===== src/design/tmcd_pkg.sv =====
// Package with the types, constants and keyword tables of the text motor command decoder.
package tmcd_pkg;

   localparam int VALUE_W = 10;
   localparam int BYTE_W = 8;
   localparam int NUM_KW = 5;
   localparam int KW_MAX = 8;
   localparam int PROG_W = 3;
   localparam int CSR_INDEX_W = 2;

   localparam int FRAME_CHARS_DEF = 63;

   localparam logic [VALUE_W-1:0] SPEED_START_RST = 10'd200;
   localparam logic [VALUE_W-1:0] SPEED_STEP_RST = 10'd100;
   localparam logic [VALUE_W-1:0] SPEED_LIMIT_RST = 10'd900;

   localparam logic [CSR_INDEX_W-1:0] CSR_SPEED_START = 2'd0;
   localparam logic [CSR_INDEX_W-1:0] CSR_SPEED_STEP = 2'd1;
   localparam logic [CSR_INDEX_W-1:0] CSR_SPEED_LIMIT = 2'd2;

   localparam logic [BYTE_W-1:0] NUL_CHAR = 8'h00;

   // Keyword slots, in order of priority at the end of a frame.
   localparam int KW_AVANCE = 0;
   localparam int KW_ARRIERE = 1;
   localparam int KW_GAUCHE = 2;
   localparam int KW_DROITE = 3;
   localparam int KW_STOP = 4;

   localparam logic [BYTE_W-1:0] KW_TEXT [NUM_KW][KW_MAX] = '{
      '{8'h41, 8'h56, 8'h41, 8'h4E, 8'h43, 8'h45, 8'h00, 8'h00},
      '{8'h41, 8'h52, 8'h52, 8'h49, 8'h45, 8'h52, 8'h45, 8'h00},
      '{8'h47, 8'h41, 8'h55, 8'h43, 8'h48, 8'h45, 8'h00, 8'h00},
      '{8'h44, 8'h52, 8'h4F, 8'h49, 8'h54, 8'h45, 8'h00, 8'h00},
      '{8'h53, 8'h54, 8'h4F, 8'h50, 8'h00, 8'h00, 8'h00, 8'h00}
   };

   localparam logic [PROG_W-1:0] KW_LEN [NUM_KW] = '{3'd6, 3'd7, 3'd6, 3'd6, 3'd4};

   typedef struct packed {
      logic [VALUE_W-1:0] speed_start;
      logic [VALUE_W-1:0] speed_step;
      logic [VALUE_W-1:0] speed_limit;
   } csr_regs_type;

   typedef struct packed {
      logic clear;
      logic step;
   } match_ctl_type;

   // Longest keyword prefix that ends the text matched so far plus the new character.
   function automatic logic [PROG_W-1:0] kw_next(input int kw, input logic [PROG_W-1:0] p,
                                                 input logic [BYTE_W-1:0] c);
      int pb;
      int idx;
      logic ok;
      logic found;
      logic [PROG_W-1:0] res;
      pb = (p >= KW_LEN[kw]) ? 0 : int'(p);
      res = '0;
      found = 1'b0;
      for (int k = KW_MAX - 1; k >= 1; k--) begin
         ok = (k <= pb + 1) && (k <= int'(KW_LEN[kw])) && (KW_TEXT[kw][k-1] == c);
         for (int j = 0; j < KW_MAX - 1; j++) begin
            idx = pb + 1 - k + j;
            if (j < k - 1 && idx >= 0 && idx < KW_MAX) begin
               ok = ok && (KW_TEXT[kw][j] == KW_TEXT[kw][idx]);
            end
         end
         if (ok && !found) begin
            res = PROG_W'(k);
            found = 1'b1;
         end
      end
      return res;
   endfunction

endpackage


===== src/design/tmcd_kw_match.sv =====
// One keyword matcher: match progress and a found flag for a single keyword.
module tmcd_kw_match
   import tmcd_pkg::*;
#(
   parameter int KW_IDX = 0
) (
   input  logic                clock,
   input  logic                reset,
   input  match_ctl_type       ctl,
   input  logic [BYTE_W-1:0]   rx_byte,
   output logic                seen
);

   logic [PROG_W-1:0] prog_ff, prog_in;
   logic              seen_ff, seen_in;
   logic [PROG_W-1:0] prog_base, prog_step;
   logic              seen_base;

   always_comb begin
      prog_base = ctl.clear ? '0 : prog_ff;
      seen_base = ctl.clear ? 1'b0 : seen_ff;
      prog_step = kw_next(KW_IDX, prog_base, rx_byte);
      prog_in = prog_base;
      seen_in = seen_base;
      if (ctl.step) begin
         if (prog_step >= KW_LEN[KW_IDX]) begin
            prog_in = '0;
            seen_in = 1'b1;
         end else begin
            prog_in = prog_step;
         end
      end
   end

   always_ff @(posedge clock) begin
      if (reset) begin
         prog_ff <= '0;
         seen_ff <= 1'b0;
      end else if (ctl.clear || ctl.step) begin
         prog_ff <= prog_in;
         seen_ff <= seen_in;
      end
   end

   assign seen = seen_ff;

endmodule


===== src/design/tmcd_drive.sv =====
// Speed and H-bridge duty registers, updated once per end of frame.
module tmcd_drive
   import tmcd_pkg::*;
(
   input  logic                 clock,
   input  logic                 reset,
   input  logic                 frame_end,
   input  logic [NUM_KW-1:0]    kw_seen,
   input  csr_regs_type         regs,
   output logic [VALUE_W-1:0]   right_forward_duty,
   output logic [VALUE_W-1:0]   right_reverse_duty,
   output logic [VALUE_W-1:0]   left_forward_duty,
   output logic [VALUE_W-1:0]   left_reverse_duty,
   output logic [VALUE_W-1:0]   current_speed
);

   logic [VALUE_W-1:0] speed_ff, speed_in;
   logic [VALUE_W-1:0] rf_ff, rf_in, rr_ff, rr_in, lf_ff, lf_in, lr_ff, lr_in;
   logic [VALUE_W:0]   speed_sum;
   logic [VALUE_W-1:0] speed_move;
   logic [VALUE_W-1:0] speed_half;

   always_comb begin
      speed_sum = {1'b0, speed_ff} + {1'b0, regs.speed_step};
      if (speed_ff < regs.speed_limit && speed_sum <= {1'b0, regs.speed_limit}) begin
         speed_move = speed_sum[VALUE_W-1:0];
      end else begin
         speed_move = regs.speed_limit;
      end
      speed_half = speed_move >> 1;

      speed_in = speed_ff;
      rf_in = rf_ff;
      rr_in = rr_ff;
      lf_in = lf_ff;
      lr_in = lr_ff;
      if (|kw_seen[KW_DROITE:KW_AVANCE]) begin
         speed_in = speed_move;
      end
      priority if (kw_seen[KW_AVANCE]) begin
         rf_in = speed_move;
         rr_in = '0;
         lf_in = speed_move;
         lr_in = '0;
      end else if (kw_seen[KW_ARRIERE]) begin
         rf_in = '0;
         rr_in = speed_move;
         lf_in = '0;
         lr_in = speed_move;
      end else if (kw_seen[KW_GAUCHE]) begin
         rf_in = speed_move;
         rr_in = '0;
         lf_in = speed_half;
         lr_in = '0;
      end else if (kw_seen[KW_DROITE]) begin
         rf_in = speed_half;
         rr_in = '0;
         lf_in = speed_move;
         lr_in = '0;
      end else if (kw_seen[KW_STOP]) begin
         speed_in = regs.speed_start;
         rf_in = '0;
         rr_in = '0;
         lf_in = '0;
         lr_in = '0;
      end else begin
         speed_in = speed_ff;
      end
   end

   always_ff @(posedge clock) begin
      if (reset) begin
         speed_ff <= SPEED_START_RST;
         rf_ff <= '0;
         rr_ff <= '0;
         lf_ff <= '0;
         lr_ff <= '0;
      end else if (frame_end) begin
         speed_ff <= speed_in;
         rf_ff <= rf_in;
         rr_ff <= rr_in;
         lf_ff <= lf_in;
         lr_ff <= lr_in;
      end
   end

   assign right_forward_duty = rf_ff;
   assign right_reverse_duty = rr_ff;
   assign left_forward_duty = lf_ff;
   assign left_reverse_duty = lr_ff;
   assign current_speed = speed_ff;

endmodule


===== src/design/text_motor_command_decoder.sv =====
// Text motor command decoder: keyword search over received frames and motor duty control.
// A request is first taken into the input register and is processed when it moves on; the
// result of an end-of-frame request is shown on the rsp_ port from then on.
// Throughput: one request per cycle; the input register and the result register only
// hold the flow while a finished result waits on rsp_stall.
// Reset (synchronous, active high) clears the frame and match state, loads the register
// reset values, sets the speed to 200 and all duties to zero, and drops any pending result.
module text_motor_command_decoder
   import tmcd_pkg::*;
#(
   parameter int FRAME_CHARS = FRAME_CHARS_DEF
) (
   input  logic                     clock,
   input  logic                     reset,
   input  logic                     req_valid,
   output logic                     req_stall,
   input  logic                     req_command,
   input  logic [BYTE_W-1:0]        req_rx_byte,
   output logic                     rsp_valid,
   input  logic                     rsp_stall,
   output logic [VALUE_W-1:0]       rsp_right_forward_duty,
   output logic [VALUE_W-1:0]       rsp_right_reverse_duty,
   output logic [VALUE_W-1:0]       rsp_left_forward_duty,
   output logic [VALUE_W-1:0]       rsp_left_reverse_duty,
   output logic [VALUE_W-1:0]       rsp_current_speed,
   input  logic                     csr_write_enable,
   input  logic [CSR_INDEX_W-1:0]   csr_index,
   input  logic [VALUE_W-1:0]       csr_write_data
);

   localparam int CNT_W = $clog2(FRAME_CHARS + 1);
   localparam logic [CNT_W-1:0] FRAME_FULL = CNT_W'(FRAME_CHARS);

   // Configuration registers. Index three is outside the map and is ignored.
   csr_regs_type regs_ff;

   always_ff @(posedge clock) begin
      if (reset) begin
         regs_ff.speed_start <= SPEED_START_RST;
         regs_ff.speed_step <= SPEED_STEP_RST;
         regs_ff.speed_limit <= SPEED_LIMIT_RST;
      end else if (csr_write_enable) begin
         unique case (csr_index)
            CSR_SPEED_START: regs_ff.speed_start <= csr_write_data;
            CSR_SPEED_STEP:  regs_ff.speed_step <= csr_write_data;
            CSR_SPEED_LIMIT: regs_ff.speed_limit <= csr_write_data;
            default: ;
         endcase
      end
   end

   // Input register. A new request is taken whenever the register is empty or its
   // request moves on in this cycle. The only thing that holds a request back is a
   // result that waits on rsp_stall.
   logic              in_valid_ff, in_valid_in;
   logic              in_command_ff;
   logic [BYTE_W-1:0] in_byte_ff;
   logic              rsp_valid_ff, rsp_valid_in;
   logic              advance;
   logic              fire;

   assign advance = !(rsp_valid_ff && rsp_stall);
   assign fire = in_valid_ff && advance;
   assign req_stall = in_valid_ff && !advance;

   always_comb begin
      if (req_valid && !req_stall) begin
         in_valid_in = 1'b1;
      end else if (advance) begin
         in_valid_in = 1'b0;
      end else begin
         in_valid_in = in_valid_ff;
      end
   end

   always_ff @(posedge clock) begin
      if (reset) begin
         in_valid_ff <= 1'b0;
      end else begin
         in_valid_ff <= in_valid_in;
      end
   end

   always_ff @(posedge clock) begin
      if (req_valid && !req_stall) begin
         in_command_ff <= req_command;
         in_byte_ff <= req_rx_byte;
      end
   end

   // Frame bookkeeping. After an overflow the next character first wipes the frame,
   // so the stored count and the ended flag are read through that pending restart.
   logic [CNT_W-1:0] count_ff, count_in, count_eff;
   logic             ended_ff, ended_in, ended_eff;
   logic             restart_ff, restart_in;
   logic             overflow;
   logic             char_fire;
   logic             frame_end;
   match_ctl_type    match_ctl;

   always_comb begin
      char_fire = fire && !in_command_ff;
      frame_end = fire && in_command_ff;
      count_eff = restart_ff ? '0 : count_ff;
      ended_eff = restart_ff ? 1'b0 : ended_ff;
      overflow = count_eff >= FRAME_FULL;

      count_in = count_ff;
      ended_in = ended_ff;
      restart_in = restart_ff;
      if (frame_end) begin
         count_in = '0;
         ended_in = 1'b0;
         restart_in = 1'b0;
      end else if (char_fire) begin
         if (overflow) begin
            count_in = '0;
            ended_in = ended_eff;
            restart_in = 1'b1;
         end else begin
            count_in = count_eff + 1'b1;
            ended_in = ended_eff || (in_byte_ff == NUL_CHAR);
            restart_in = 1'b0;
         end
      end

      // The matchers are wiped at the end of a frame and on a restart; they step on
      // every stored character before the first NUL byte of the frame.
      match_ctl.clear = frame_end || (char_fire && restart_ff);
      match_ctl.step = char_fire && !overflow && !ended_eff && (in_byte_ff != NUL_CHAR);
   end

   always_ff @(posedge clock) begin
      if (reset) begin
         count_ff <= '0;
         ended_ff <= 1'b0;
         restart_ff <= 1'b0;
      end else begin
         count_ff <= count_in;
         ended_ff <= ended_in;
         restart_ff <= restart_in;
      end
   end

   // Five keyword matchers work side by side on each character.
   logic [NUM_KW-1:0] kw_seen;

   for (genvar g = 0; g < NUM_KW; g++) begin : g_kw
      tmcd_kw_match #(
         .KW_IDX(g)
      ) u_kw_match (
         .clock(clock),
         .reset(reset),
         .ctl(match_ctl),
         .rx_byte(in_byte_ff),
         .seen(kw_seen[g])
      );
   end

   // The speed and duty registers change only at an end of frame, and an end of frame
   // is processed only when the result register is free, so they serve directly as
   // the result payload.
   tmcd_drive u_drive (
      .clock(clock),
      .reset(reset),
      .frame_end(frame_end),
      .kw_seen(kw_seen),
      .regs(regs_ff),
      .right_forward_duty(rsp_right_forward_duty),
      .right_reverse_duty(rsp_right_reverse_duty),
      .left_forward_duty(rsp_left_forward_duty),
      .left_reverse_duty(rsp_left_reverse_duty),
      .current_speed(rsp_current_speed)
   );

   always_comb begin
      if (frame_end) begin
         rsp_valid_in = 1'b1;
      end else if (rsp_valid_ff && rsp_stall) begin
         rsp_valid_in = 1'b1;
      end else begin
         rsp_valid_in = 1'b0;
      end
   end

   always_ff @(posedge clock) begin
      if (reset) begin
         rsp_valid_ff <= 1'b0;
      end else begin
         rsp_valid_ff <= rsp_valid_in;
      end
   end

   assign rsp_valid = rsp_valid_ff;

endmodule


===== config.mk =====
export PLATFORM = sky130hd
export DESIGN_NAME = text_motor_command_decoder
export DESIGN_NICKNAME = d
export VERILOG_FILES = /design/src/design/tmcd_pkg.sv /design/src/design/tmcd_kw_match.sv /design/src/design/tmcd_drive.sv /design/src/design/text_motor_command_decoder.sv
export SDC_FILE = /design/constraint.sdc
export NUM_CORES = 1
export LEC_CHECK = 0
export BUFFER_PORTS_ARGS = -buffer_cell sky130_fd_sc_hd__buf_4
export CORE_MARGIN = 3
export CORE_UTILIZATION = 54
export CTS_CLUSTER_SIZE = 16
export DETAILED_ROUTE_END_ITERATION = 6
export PLACE_DENSITY = 0.8
export REMOVE_ABC_BUFFERS = 1
export SKIP_CTS_REPAIR_TIMING = 1
export SLEW_MARGIN = 20
export SYNTH_ARGS = -nofsm -noshare
export SYNTH_HDL_FRONTEND = slang
export SYNTH_HIERARCHICAL = 1
export SYNTH_SLANG_ARGS = --single-unit

===== constraint.sdc =====
create_clock -name clock -period 18.8 [get_ports clock]
set_input_delay 0.94 -clock clock [delete_from_list [all_inputs] [get_ports clock]]
set_output_delay 0.94 -clock clock [all_outputs]
set_load 0.05 [all_outputs]

==> results.yml <==
drt:
  ant_nets: 0
  route.vias.total: 12000
  wl_met1_um: 14700
  wl_met3_um: 2000
  firstDrtPassIters: 6
  via_per_inst: 6.16
  drc_errors: 0
  wirelength_um: 33300
  wl_met2_um: 15900
  wire_per_inst_um: 17.0
  dr.max_layer_used: "met4"
  drtIter0Drc: 988
sta:
  finClkSkew_ns: 0.0175
  setup_viol: 0
  rsz0062_at_grt: "no"
  layout_min_cycle_time_ns: 7.51
  finalWorstSetupSlack_ns: 11.29
  report.final.slew_viol_count: 0
  worst_pin_slew_ns: 0.977
  min_period_over_period_pct: 39.9
  finalHoldViolCount: 0
  fmax_ghz: 0.133
  finalSetupTns_ns: 0
  holdWs_ns: 0.455
  relSlewSlack_pct: 34.9
critical_path:
  r2r_slack_ns: 11.60
  crit_required_ns: 19.06
  worstPathMaxFanout: 51
  critPathLaunchType: "input pin"
  path_class: "input pin to flip-flop"
  crit_arrival_ns: 7.76
  cp-end-kind: "flip-flop"
power:
  ir_worst_vdd_v: 0.0000517
  p_clk_share_pct: 32.7
  p_comb_share_pct: 26.2
  p_seq_share_pct: 41.1
  power_switching_mw: 0.206
  pwr_density_cell_nw_per_um2: 43.1
  p_total_mw: 0.603
  swShare_pct: 34.1
  intPower_mw: 0.398
  p_leak_nw: 6.00
finish:
  n_antenna_cell: 0
  final_area_sq_um: 14000
  layout.cells.non_filler: 1956
  drive_gt1_share_pct: 10.4
  fin_util_pct: 59.5
  seqCellArea_sq_um: 2270
  nets: 1932
  multiInputGateArea_sq_um: 9870
  fillers: 2166
  area_growth_pct: 7.87
status:
  status: "complete, no violations"
yosys:
  synth-compound-area-share_pct: 20.6
  synth_xor_xnor_area_share_pct: 1.62
  synth_ff_type: "dfxtp_1"
  synthAdderAreaFrac_pct: 26.4
  synth-simple-area-share_pct: 24.7
  yosys.area.top_type: "ha_1"
  synth_area_per_cell_sq_um: 8.14
  ys_seq_area_share_pct: 17.5
  synthArstFlopShare_pct: 0
  ys_ff_latch: 109
  synth_edf_count: 9
  synthesis.area_sq_um: 13000
  syn_inst: 1596
  synth_warnings: 6
  yosys-top-cells-area: "ha_1 (26%), dfxtp_1 (15%), nand2_1 (4.9%)"
  synth_top_family_by_area: "adder cells"
  synth.most_common_cell: "ha_1"
  synth.top_cell.area_share_pct: 26.3
  netlist_top_cells_count: "ha_1 (273), nand2_1 (170), inv_1 (133)"
  muxShareOfSynthArea_pct: 1.93
  synth_cell_types: 116
floorplanning:
  rows: 56
  design.core.area_sq_um: 23500
  die_w_um: 161
  die_y_um: 161
  floorplan.initialDensity_pct: 55.2
  num_io_pins: 78
  dieArea_sq_um: 26000
clocking:
  cts_tree: "done"
  clock_latency_ns: 0.37
  cts.path.max_buffers: 2
  cts.clk_slew.worst_paths_ns: 0.08
  cts_num_sinks: 109
  clockRootBuffer: "clkbuf_16"
  cts_made_buffers: 9
  h-tree-depth: 3
placed_design:
  post_dp_cell_area_sq_um: 13700
  io_buffers: 77
  gp_congestion: 0.898
  place_inst: 1940
  dpl.hpwl_um: 25100
  pre_cts_ws_ns: 11.16
grt:
  grt_usage_pct: 24.7
  grt_pass1_wl_um: 54900
  grt_max_degree: 72
  grt_pass1_vias: 11400
  antenna_found_initial: 0
  overflow: 0
run:
  cap_violations: 0
worst_hold_path:
  min_path_type: "flip-flop to flip-flop"
## final timing paths
| check | startpoint | to | depth (start not counted) |
|---|---|---|---|
| setup / recovery | rsp_stall | g_kw[1].u_kw_match/prog_ff[1] | 26 |
| setup reg to reg | in_valid_ff | g_kw[1].u_kw_match/prog_ff[1] | 25 |
| hold reg to reg | regs_ff[21] | regs_ff[21] | 2 |
| hold / removal | regs_ff[21] | regs_ff[21] | 2 |
## final cells by class
type	instances	share of cell area [%]
tap	319	2.85
multi-input combinational	1288	70.5
timing repair buffer	84	4.50
clock inverter	7	0.598
sequential	109	16.2
clock buffer	9	1.61
inverter	140	3.78
## worst max-delay path, cell delays in order
cell and delay, ns:
buf_4 0.12, a21bo_4 0.21, or2_1 0.33, o21ai_4 0.15
buf_4 0.50, inv_1 0.25, nand2_2 0.20, inv_1 0.17
ha_1 0.37, nor2b_1 0.73, mux2i_4 0.20, nor2_1 0.29
inv_1 0.20, ha_1 0.31, a211oi_1 0.34, a21oi_1 0.12
nor2_1 0.31, nand4_1 0.14, ha_1 0.30, or4bb_1 0.47
nor3_1 0.27, nand4b_1 0.13, a311o_1 0.29, nand3_1 0.10
nand3_1 0.07, a31o_1 0.22
## routing by layer
layer | vias to the layer above | track usage [%]
met2 | 418 | 43.2
li1 | 5858 | -
met4 | 0 | 5.94
met5 | - | 0
met1 | 5707 | 32.0
met3 | 63 | 3.67
## power by group through the flow
stage          Sequential [mW]  Clock [mW]  Combinational, mW
4_1_cts                  0.248       0.201              0.156
5_1_grt                  0.249       0.210              0.179
2_1_floorplan            0.250           0              0.113
6_report                 0.248       0.197              0.158
3_3_place_gp             0.253           0              0.149
3_5_place_dp             0.253           0              0.155
## cell usage in the layout, fill, tap and decap left out, types with 34 or more instances in the layout
| cell | n |
|---|---|
| inv_1 | 133 |
| buf_4 | 84 |
| nand3_1 | 35 |
| o21ai_0 | 38 |
| nor2_1 | 95 |
| dfxtp_1 | 100 |
| nor3_1 | 34 |
| nand2_1 | 170 |
| ha_1 | 273 |
| a21oi_1 | 108 |
## flip-flops by register name, summed over array words and instances, names as in the netlist, 5 cells and up
| register | flops |
|---|---|
| regs_ff | 30 |
| g_kw.u_kw_match/prog_ff | 15 |
| u_drive/current_speed | 10 |
| u_drive/left_forward_duty | 10 |
| u_drive/left_reverse_duty | 10 |
| u_drive/right_forward_duty | 10 |
| in_byte_ff | 8 |
| count_ff | 6 |
| g_kw.u_kw_match/seen | 5 |
## cells by family (layout without fill, tap and decap cells)
family	count (synthesis)	count (layout)
AND/OR/NAND/NOR	581	581
AO/OA/AOI/OAI	371	371
adder cells (fa/ha/maj)	274	274
buffers and inverters	212	240
flip-flops	109	109
XOR/XNOR	24	24
multiplexers	21	21
other	4	17
Power figures use the tool's default switching activity.
